### config.mk
export PLATFORM = sky130hd
export DESIGN_NAME = sfd_merge
export DESIGN_NICKNAME = d
export VERILOG_FILES = /design/src/sfd_pkg.sv /design/src/sfd_merge.sv
export SDC_FILE = /design/constraint.sdc
export NUM_CORES = 1
export LEC_CHECK = 0
export ABC_AREA = 1
export BUFFER_PORTS_ARGS = -buffer_cell sky130_fd_sc_hd__buf_2
export CORE_UTILIZATION = 46
export CTS_BUF_LIST = sky130_fd_sc_hd__clkbuf_4
export CTS_CLUSTER_DIAMETER = 120
export CTS_CLUSTER_SIZE = 14
export DETAILED_ROUTE_END_ITERATION = 7
export GPL_TIMING_DRIVEN = 0
export PLACE_DENSITY = 0.66
export SLEW_MARGIN = 20
export SYNTH_ARGS = -nofsm -noshare
export SYNTH_HDL_FRONTEND = slang
export SYNTH_SLANG_ARGS = --single-unit
### constraint.sdc
create_clock -name clock -period 1.9 [get_ports clock]
set_clock_uncertainty 0.05 [all_clocks]
set_input_delay 0 -clock clock [delete_from_list [all_inputs] [get_ports clock]]
set_output_delay 0 -clock clock [all_outputs]
set_load 0.1 [all_outputs]
### src/sfd_pkg.sv
`timescale 1ns / 1ps
`default_nettype none
// ----------------------------------------------------------------------------
// sfd_pkg
// Shared widths, register codes, reset values and types of the stereo
// feedback delay.
// ----------------------------------------------------------------------------
package sfd_pkg;

   // Store depth; must be a power of two so that pointers wrap on their own.
   localparam int BUFFER_DEPTH = 131072;
   localparam int ADDR_W       = $clog2(BUFFER_DEPTH);

   localparam int SAMPLE_W = 16;
   localparam int GAIN_W   = 16;
   localparam int DELAY_W  = 17;
   localparam int CHAN_W   = 2;
   localparam int FRAC_W   = 15;

   // Product of an unsigned gain and a signed sample, and the sum of two.
   localparam int PROD_W = GAIN_W + 1 + SAMPLE_W;
   localparam int ACC_W  = PROD_W + 1;
   localparam int QUO_W  = ACC_W - FRAC_W;

   localparam int CSR_ADDR_W = 3;
   localparam int CSR_DATA_W = 17;
   localparam logic [CSR_ADDR_W-1:0] CSR_DELAY    = 3'd0;
   localparam logic [CSR_ADDR_W-1:0] CSR_DRY      = 3'd1;
   localparam logic [CSR_ADDR_W-1:0] CSR_WET      = 3'd2;
   localparam logic [CSR_ADDR_W-1:0] CSR_FEEDBACK = 3'd3;
   localparam logic [CSR_ADDR_W-1:0] CSR_CHANNELS = 3'd4;

   localparam logic [DELAY_W-1:0] DELAY_RESET    = 17'd24000;
   localparam logic [GAIN_W-1:0]  DRY_RESET      = 16'd32768;
   localparam logic [GAIN_W-1:0]  WET_RESET      = 16'd0;
   localparam logic [GAIN_W-1:0]  FEEDBACK_RESET = 16'd24576;
   localparam logic [CHAN_W-1:0]  CHANNELS_RESET = 2'd2;
   localparam logic [CHAN_W-1:0]  CHANNELS_MONO  = 2'd1;

   // Output queue that decouples the pipeline from result back-pressure.
   localparam int FIFO_DEPTH = 4;
   localparam int FPTR_W     = $clog2(FIFO_DEPTH);
   localparam int LVL_W      = $clog2(FIFO_DEPTH + 1);

   typedef logic signed [SAMPLE_W-1:0] sample_type;

   typedef struct packed {
      logic [GAIN_W-1:0] dry;
      logic [GAIN_W-1:0] wet;
      logic [GAIN_W-1:0] feedback;
   } gain_set_type;

   typedef struct packed {
      logic              issue;
      logic [ADDR_W-1:0] rd_addr;
      logic [ADDR_W-1:0] wr_addr;
      logic              clear;
      logic [ADDR_W-1:0] clear_addr;
   } lane_ctl_type;

   // Divide by 2^15 rounding half up, then saturate to the sample range.
   function automatic sample_type round_sat(input logic signed [ACC_W-1:0] acc);
      logic signed [ACC_W-1:0] r;
      logic        [QUO_W-1:0] q;
      logic        [QUO_W-SAMPLE_W:0] top;
      sample_type  res;
      r   = acc + ACC_W'(1 << (FRAC_W - 1));
      q   = r[ACC_W-1:FRAC_W];
      top = q[QUO_W-1:SAMPLE_W-1];
      if (top == '0 || top == '1) begin
         res = q[SAMPLE_W-1:0];
      end else if (q[QUO_W-1]) begin
         res = {1'b1, {(SAMPLE_W-1){1'b0}}};
      end else begin
         res = {1'b0, {(SAMPLE_W-1){1'b1}}};
      end
      return res;
   endfunction

endpackage
`default_nettype wire

### src/sfd_merge.sv
`timescale 1ns / 1ps
`default_nettype none
// ----------------------------------------------------------------------------
// sfd_merge
// Join the lane results into one frame and queue it for the result channel.
// ----------------------------------------------------------------------------
module sfd_merge (
   input  wire logic                  clock,
   input  wire logic                  reset,
   input  wire logic                  push,
   input  wire logic                  mono,
   input  wire sfd_pkg::sample_type   left_val,
   input  wire sfd_pkg::sample_type   right_val,
   output logic [sfd_pkg::LVL_W-1:0]  level,
   output logic                       rsp_tvalid,
   input  wire logic                  rsp_tready,
   output logic [2*sfd_pkg::SAMPLE_W-1:0] rsp_tdata   // [15:0] left_out, [31:16] right_out
);
   import sfd_pkg::*;

   logic [2*SAMPLE_W-1:0] entry_ff [FIFO_DEPTH];
   logic [2*SAMPLE_W-1:0] entry_in;
   logic [FPTR_W-1:0]     wr_ptr_ff, wr_ptr_in;
   logic [FPTR_W-1:0]     rd_ptr_ff, rd_ptr_in;
   logic [LVL_W-1:0]      level_ff, level_in;
   logic                  pop;
   sample_type            right_sel;

   // Drop the right lane in mono mode.
   assign right_sel = mono ? '0 : right_val;
   assign entry_in  = {right_sel, left_val};

   assign pop        = rsp_tvalid && rsp_tready;
   assign rsp_tvalid = (level_ff != '0);
   assign rsp_tdata  = entry_ff[rd_ptr_ff];
   assign level      = level_ff;

   assign wr_ptr_in = push ? wr_ptr_ff + 1'b1 : wr_ptr_ff;
   assign rd_ptr_in = pop  ? rd_ptr_ff + 1'b1 : rd_ptr_ff;

   always_comb begin
      case ({push, pop})
         2'b10:   level_in = level_ff + 1'b1;
         2'b01:   level_in = level_ff - 1'b1;
         default: level_in = level_ff;
      endcase
   end

   always_ff @(posedge clock) begin
      if (reset) begin
         wr_ptr_ff <= '0;
         rd_ptr_ff <= '0;
         level_ff  <= '0;
      end else begin
         wr_ptr_ff <= wr_ptr_in;
         rd_ptr_ff <= rd_ptr_in;
         level_ff  <= level_in;
      end
   end

   always_ff @(posedge clock) begin
      if (push) begin
         entry_ff[wr_ptr_ff] <= entry_in;
      end
   end

   a_no_overflow: assert property (@(posedge clock) disable iff (reset)
      push |-> level_ff < LVL_W'(FIFO_DEPTH))
   else $error("result queue written while full");

   a_level_bound: assert property (@(posedge clock) disable iff (reset)
      level_ff <= LVL_W'(FIFO_DEPTH))
   else $error("result queue level out of range");

   // A stalled result item holds still until it is taken.
   a_rsp_hold: assert property (@(posedge clock) disable iff (reset)
      rsp_tvalid && !rsp_tready |=> rsp_tvalid && $stable(rsp_tdata))
   else $error("result item changed while stalled");

endmodule
`default_nettype wire

==> results.sh, run 1 <==
export IMPL_fin_crit_sh_pct=94.3
export IMPL_area_growth_pct=33.0
export IMPL_ys_ff_latch=137
export IMPL_ys_flop_type="edfxtp_1"
export IMPL_peakVddDrop_uv=1050
export IMPL_grt_util_all_layers_pct=20.8
export IMPL_slew_limit_headroom_pct=68.0
export IMPL_gp_routability_congestion=0.689
export IMPL_crit_path_kind="reg -> out"
export IMPL_grt_first_pass_wirelength_mm=18.1
export IMPL_route_layer_met1_wl_mm=4.98
export IMPL_num_fill_cells=880
export IMPL_syn_nets=451
export IMPL_crit_path_end_kind="output port"
export IMPL_clock_tree_from_tritoncts="built"
export IMPL_totalNegativeSetupSlack_ns=0
export IMPL_ios=73
export IMPL_maxCapViolCount=0
export IMPL_ant_nets=0
export IMPL_detail_route_iter0_violations=132
export IMPL_final_nets=583
export IMPL_post_synth_cell_area_avg_um2=13.2
export IMPL_rsz0062_at_grt="true"
export IMPL_remaining_drc_errors=0
export IMPL_yosys_cell_types_count=18
export IMPL_worst_endpoint_arrival_ns=1.74
export IMPL_edff_count_synth=128
export IMPL_die_width_um=110
export IMPL_uppermost_signal_routing_layer_after_detailed_routing="met4"
export IMPL_grt_max_degree=29
export IMPL_wl_mm=11.5
export IMPL_cts_sink_count=137
export IMPL_dieHeight_um=110
export IMPL_setup_worst_path_start_class="flip-flop"
export IMPL_clk_root_buffer_cell="clkbuf_4"
export IMPL_grt_pass1_vias=3655
export IMPL_report_final_setup_viol=0
export IMPL_run_status="completed"
export IMPL_wl_met3_um=550
export IMPL_coreArea_um2=11400
export IMPL_initial_antenna_violation_count=0
export IMPL_period_minus_slack_ns=1.79
export IMPL_final_layout_size_suffix_gt1_share_pct=31.1
export IMPL_synth_yosys_seq_area_share_pct=74.9
export IMPL_routed_wire_length_per_instance_um=16.5
export IMPL_initial_utilization_pct=47.0
export IMPL_fp_dieArea_um2=12100
export IMPL_clock_fmax_mhz=558
export IMPL_port_buffer_count=71
export IMPL_ys_warn_count=0
export IMPL_synthArstFlopShare_pct=0
export IMPL_estimated_wirelength_of_the_detail_placed_design_mm=7.07
export IMPL_cts_max_level=4
export IMPL_cts_path_max_buffers=2
export IMPL_numCtsBuffers=17
export IMPL_num_vias=3597
export IMPL_hold_ws_ns=0.190
export IMPL_final_hold_viol_count=0
export IMPL_detailedPlace_worstSlack_ns=0.178
export IMPL_final_design_area_no_fill_um2=7140
export IMPL_timing_max_transition_violations_final=0
export IMPL_first_pass_iteration_count_of_the_detailed_router=4
export IMPL_wl_met2_mm=5.84
export IMPL_clk_latency_ns=0.50
export IMPL_power_per_cell_area_nw_per_um2=1290
export IMPL_worst_slew_pin_slew_ns=0.484
export IMPL_syn_inst=408
export IMPL_rows=39
export IMPL_synth_area_um2=5370
export IMPL_critical_path_required_ns=1.85
export IMPL_worstHoldPathType="in -> reg"
export IMPL_timing_critical_path_fanout_max=10
export IMPL_gr_total_overflow=0
export IMPL_routed_via_density=5.17
export IMPL_post_dp_cell_area_um2=6240
export IMPL_n_antenna_cell=0
export IMPL_leakagePower_nw=2.71
export IMPL_path_clk_slew_ns=0.12
export IMPL_fin_ws_ns=0.108
==> where the power goes <==
| part | internal [mW] | switching, mW |
|---|---|---|
| sequential | 3.47 | 0.0673 |
| combinational | 1.13 | 2.92 |
| clock | 0.641 | 0.991 |
| total | 5.24 | 3.98 |
==> cell usage after synthesis (2+ instances only) <==
cell,n,area (µm²)
edfxtp_1,128,3840
buf_4,3,22.5
nand3_1,3,15.0
ha_1,5,62.6
nor2_1,86,323
buf_6,9,101
o21ai_1,28,140
dfxtp_1,9,180
a21oi_1,5,25.0
nand2_1,15,56.3
inv_1,33,124
clkbuf_1,2,7.51
buf_2,7,35.0
o21ai_0,40,200
o22ai_1,32,200
==> registers in the layout (all words and copies together) (netlist names), named ones only <==
| signal | cells |
|---|---|
| entry_ff | 128 |
| level | 3 |
| rd_ptr_ff | 2 |
| wr_ptr_ff | 2 |
==> layout make-up <==
| type | count | area, µm² | area share (%) |
|---|---|---|---|
| sequential | 137 | 4040 | 56.5 |
| multi-input combinational | 215 | 1270 | 17.7 |
| timing repair buffer | 113 | 1090 | 15.3 |
| buffer | 21 | 186 | 2.61 |
| tap | 143 | 179 | 2.50 |
| inverter | 35 | 139 | 1.94 |
| clock buffer | 18 | 135 | 1.89 |
| clock inverter | 14 | 109 | 1.52 |
==> cells by family (layout without fill, tap and decap cells) <==
logic type	after synthesis	after routing	share of synthesized area (%)
flip-flops	137	137	74.9
AO/OA/AOI/OAI	105	105	10.5
AND/OR/NAND/NOR	104	104	7.34
buffers and inverters	56	201	5.68
adder cells (fa/ha/maj)	6	6	1.54
==> stage by stage <==
| stage | power [mW] | std cells | util (%) |
|---|---|---|---|
| after global placement | 7.09 | 622 | 53.8 |
| final | 9.22 | 696 | 62.6 |
| after detailed placement | 7.16 | 626 | 54.7 |
| after CTS | 9.14 | 695 | 61.6 |
| after floorplan | 6.55 | 408 | - |
| after global routing | 9.62 | 696 | 62.6 |
==> cell usage in the layout (no fill, tap or decap) <==
master           n
a21oi_1          5
buf_12           7
buf_16           3
buf_2           42
buf_4            8
buf_6           31
buf_8            3
bufinv_16        1
clkbuf_1         1
clkbuf_4        20
clkinv_1         2
clkinv_2         5
clkinv_4         1
clkinvlp_4       5
dfxtp_1          4
dfxtp_2          1
dfxtp_4          4
dlygate4sd3_1   37
edfxtp_1       128
fa_1             1
ha_1             5
inv_1           28
inv_2            6
inv_8            1
nand2_1         14
nand2_8          1
nand3_1          3
nor2_1          85
nor2_4           1
o21ai_0         39
o21ai_1         29
o22ai_2         32
==> critical path, cell delays in order (launching register included) <==
cell and delay, ns:
dfxtp_2 0.34, buf_6 0.14, inv_8 0.09, buf_6 0.16, nor2_1 0.06, o22ai_2 0.22
buf_8 0.23
==> worst paths after layout <==
check / slack [ns] / endpoint / from / cells after the start
setup reg to reg: 0.16 / level[2] / level[1] / 13
hold reg to reg: 0.50 / wr_ptr_ff[1] / wr_ptr_ff[1] / 2
hold / removal: 0.19 / entry_ff[2][10] / left_val[10] / 2
setup / recovery: 0.11 / rsp_tdata[22] / flip-flop / 6
==> repair_timing <==
| action | in CTS | in global routing |
|---|---|---|
| pin swaps | 0 | 3 |
| cloned | 0 | 1 |
| hold buffers | 37 | 0 |
| setup endpoints to repair | 32 | 27 |
| endpoints found under the hold margin | 181 | 0 |
| setup buffers | 0 | 0 |
| resized for setup | 60 | 32 |
==> metal layers <==
metal	vias to the layer above	track usage [%]
met3	14	5.76
met5	-	0
met2	98	34.5
met4	0	6.67
met1	1759	26.6
li1	1726	-
(Power assumes the default switching activity.)
==> inputs of run 2 (changes only) <==
Settings changed: CORE_UTILIZATION 46 to 59, PLACE_DENSITY 0.66 to 0.8, SKIP_CTS_REPAIR_TIMING set to 1.
==> results.sh, run 2 (synthesized netlist as in run 1, its figures left out) <==
export IMPL_run_status="completed"
export IMPL_rsz0062_at_grt="true"
export IMPL_port_buffer_count=71
export IMPL_fp_dieArea_um2=9490
export IMPL_clk_root_buffer_cell="clkbuf_4"
export IMPL_cts_max_level=4
export IMPL_area_growth_pct=35.1
export IMPL_timing_max_transition_violations_final=0
export IMPL_final_hold_viol_count=0
export IMPL_worstHoldPathType="in -> reg"
export IMPL_report_final_setup_viol=0
export IMPL_die_width_um=97.4
export IMPL_clock_fmax_mhz=548
export IMPL_path_delay_family="buffers and inverters"
export IMPL_cts_sink_count=137
export IMPL_power_per_cell_area_nw_per_um2=1380
export IMPL_timing_critical_path_fanout_max=10
export IMPL_cts_path_max_buffers=2
export IMPL_path_clk_slew_ns=0.14
export IMPL_number_of_cells_on_the_worst_reg_to_reg_path=13
export IMPL_fin_ws_ns=0.0756
export IMPL_coreArea_um2=8760
export IMPL_period_minus_slack_ns=1.82
export IMPL_path_common_cell="buf_6"
export IMPL_clock_tree_from_tritoncts="built"
export IMPL_worst_endpoint_arrival_ns=1.77
export IMPL_cp_depth=6
export IMPL_timing_critical_path_slowest_stage_cell="dfxtp_2"
export IMPL_largest_register_ff_count=128
export IMPL_remaining_drc_errors=0
export IMPL_critical_path_required_ns=1.85
export IMPL_initial_antenna_violation_count=0
export IMPL_fin_crit_sh_pct=96.0
export IMPL_num_vias=3750
export IMPL_crit_path_end_kind="output port"
export IMPL_clk_latency_ns=0.51
export IMPL_grt_first_pass_wirelength_mm=17.2
export IMPL_rows=34
export IMPL_grt_util_all_layers_pct=24.7
export IMPL_detail_route_iter0_violations=324
export IMPL_finalCoreUtilization_pct=82.8
export IMPL_final_nets=582
export IMPL_final_layout_size_suffix_gt1_share_pct=31.3
export IMPL_worst_path_buf_inv=4
export IMPL_crit_path_kind="reg -> out"
export IMPL_initial_utilization_pct=61.3
export IMPL_slew_limit_headroom_pct=45.3
export IMPL_ios=73
export IMPL_dieHeight_um=97.4
export IMPL_gr_total_overflow=0
export IMPL_wl_mm=12.2
export IMPL_crit_chain="buf_6 -> inv_8 -> buf_6 -> nor2_1 -> o22ai_2 -> buf_12"
export IMPL_routed_wire_length_per_instance_um=18.5
export IMPL_grt_max_degree=33
export IMPL_maxCapViolCount=0
export IMPL_ant_nets=0
export IMPL_gp_routability_congestion=0.736
export IMPL_max_stage_delay_ns=0.35
export IMPL_top_register="entry_ff"
export IMPL_n_antenna_cell=0
export IMPL_grt_pass1_vias=3588
export IMPL_estimated_wirelength_of_the_detail_placed_design_mm=6.72
export IMPL_setup_worst_path_start_class="flip-flop"
export IMPL_layout_common_cells="edfxtp_1, nor2_1, buf_2"
export IMPL_worstHoldPathCells=2
export IMPL_worst_slew_pin_slew_ns=0.819
export IMPL_layout_commonest_cell="edfxtp_1"
export IMPL_peakVddDrop_uv=1230
export IMPL_detailedPlace_worstSlack_ns=0.199
export IMPL_numCtsBuffers=17
export IMPL_first_pass_iteration_count_of_the_detailed_router=5
export IMPL_routed_via_density=5.68
export IMPL_leakagePower_nw=2.79
[run 2: cell count changes in the layout (fill, tap and decap cells not counted), sizes merged]
| cell | delta |
|---|---|
| bufinv | +4 |
| clkinv | -1 |
| buf | -4 |
| inv | +2 |
| clkbuf | +2 |
| dlygate4sd3 | +1 |
| clkinvlp | -5 |
[run 2: per-layer routing]
| metal | wire, µm | GRT usage, % |
|---|---|---|
| met4 | 233 | 9.62 |
| met2 | 6690 | 41.5 |
| met3 | 780 | 8.78 |
| met5 | 0 | 0 |
| met1 | 4490 | 29.0 |
[run 2: per-stage QoR]
step | cells | TNS, ns | area [µm²] | power [mW] | hold slack, ns
finish | 660 | 0 | 7260 | 10.0 | 0.167
global route | 660 | -0.185 | 7260 | 10.4 | 0.139
CTS | 621 | -6.41 | 6490 | 9.36 | -0.422
detailed placement | 589 | 0 | 6140 | 7.12 | 0.164
global placement | 587 | -26.75 | 6100 | 7.06 | 0.147
floorplan | 408 | -0.110 | 5610 | 6.55 | 0.0280
[run 2: worst reg2reg max path: stages (launching register included)]
cell and delay (ns):
dfxtp_4 0.39, nor2_4 0.05, nand2_8 0.07, nand2_1 0.06, inv_1 0.07, ha_1 0.17
inv_1 0.07, fa_1 0.38, inv_1 0.07, nand2_1 0.04, nand3_1 0.08, nand2_1 0.06
nand2_1 0.05, nor2_1 0.04
[run 2: worst paths after layout]
check | end | slack (ns) | from
max | rsp_tdata[31] | 0.08 | flip-flop
min | entry_ff[3][8] | 0.17 | left_val[8]
max reg2reg | level[2] | 0.16 | level[1]
min reg2reg | wr_ptr_ff[1] | 0.51 | wr_ptr_ff[1]
[run 2: area by class of cell]
type	instances	area, µm²
repair buffers	112	1130
multi-input cells	215	1270
fillers	423	1510
clock inverters	14	221
plain buffers	21	184
inverters	35	139
flip-flops and latches	137	4040
well taps	108	135
clock buffers	18	135
[run 2: power breakdown]
group | switching, mW | total (mW) | leakage, nW | internal [mW]
Sequential | 0.0747 | 3.55 | 1.26 | 3.47
Combinational | 2.97 | 4.23 | 1.34 | 1.26
Clock | 1.06 | 2.26 | 0.191 | 1.21
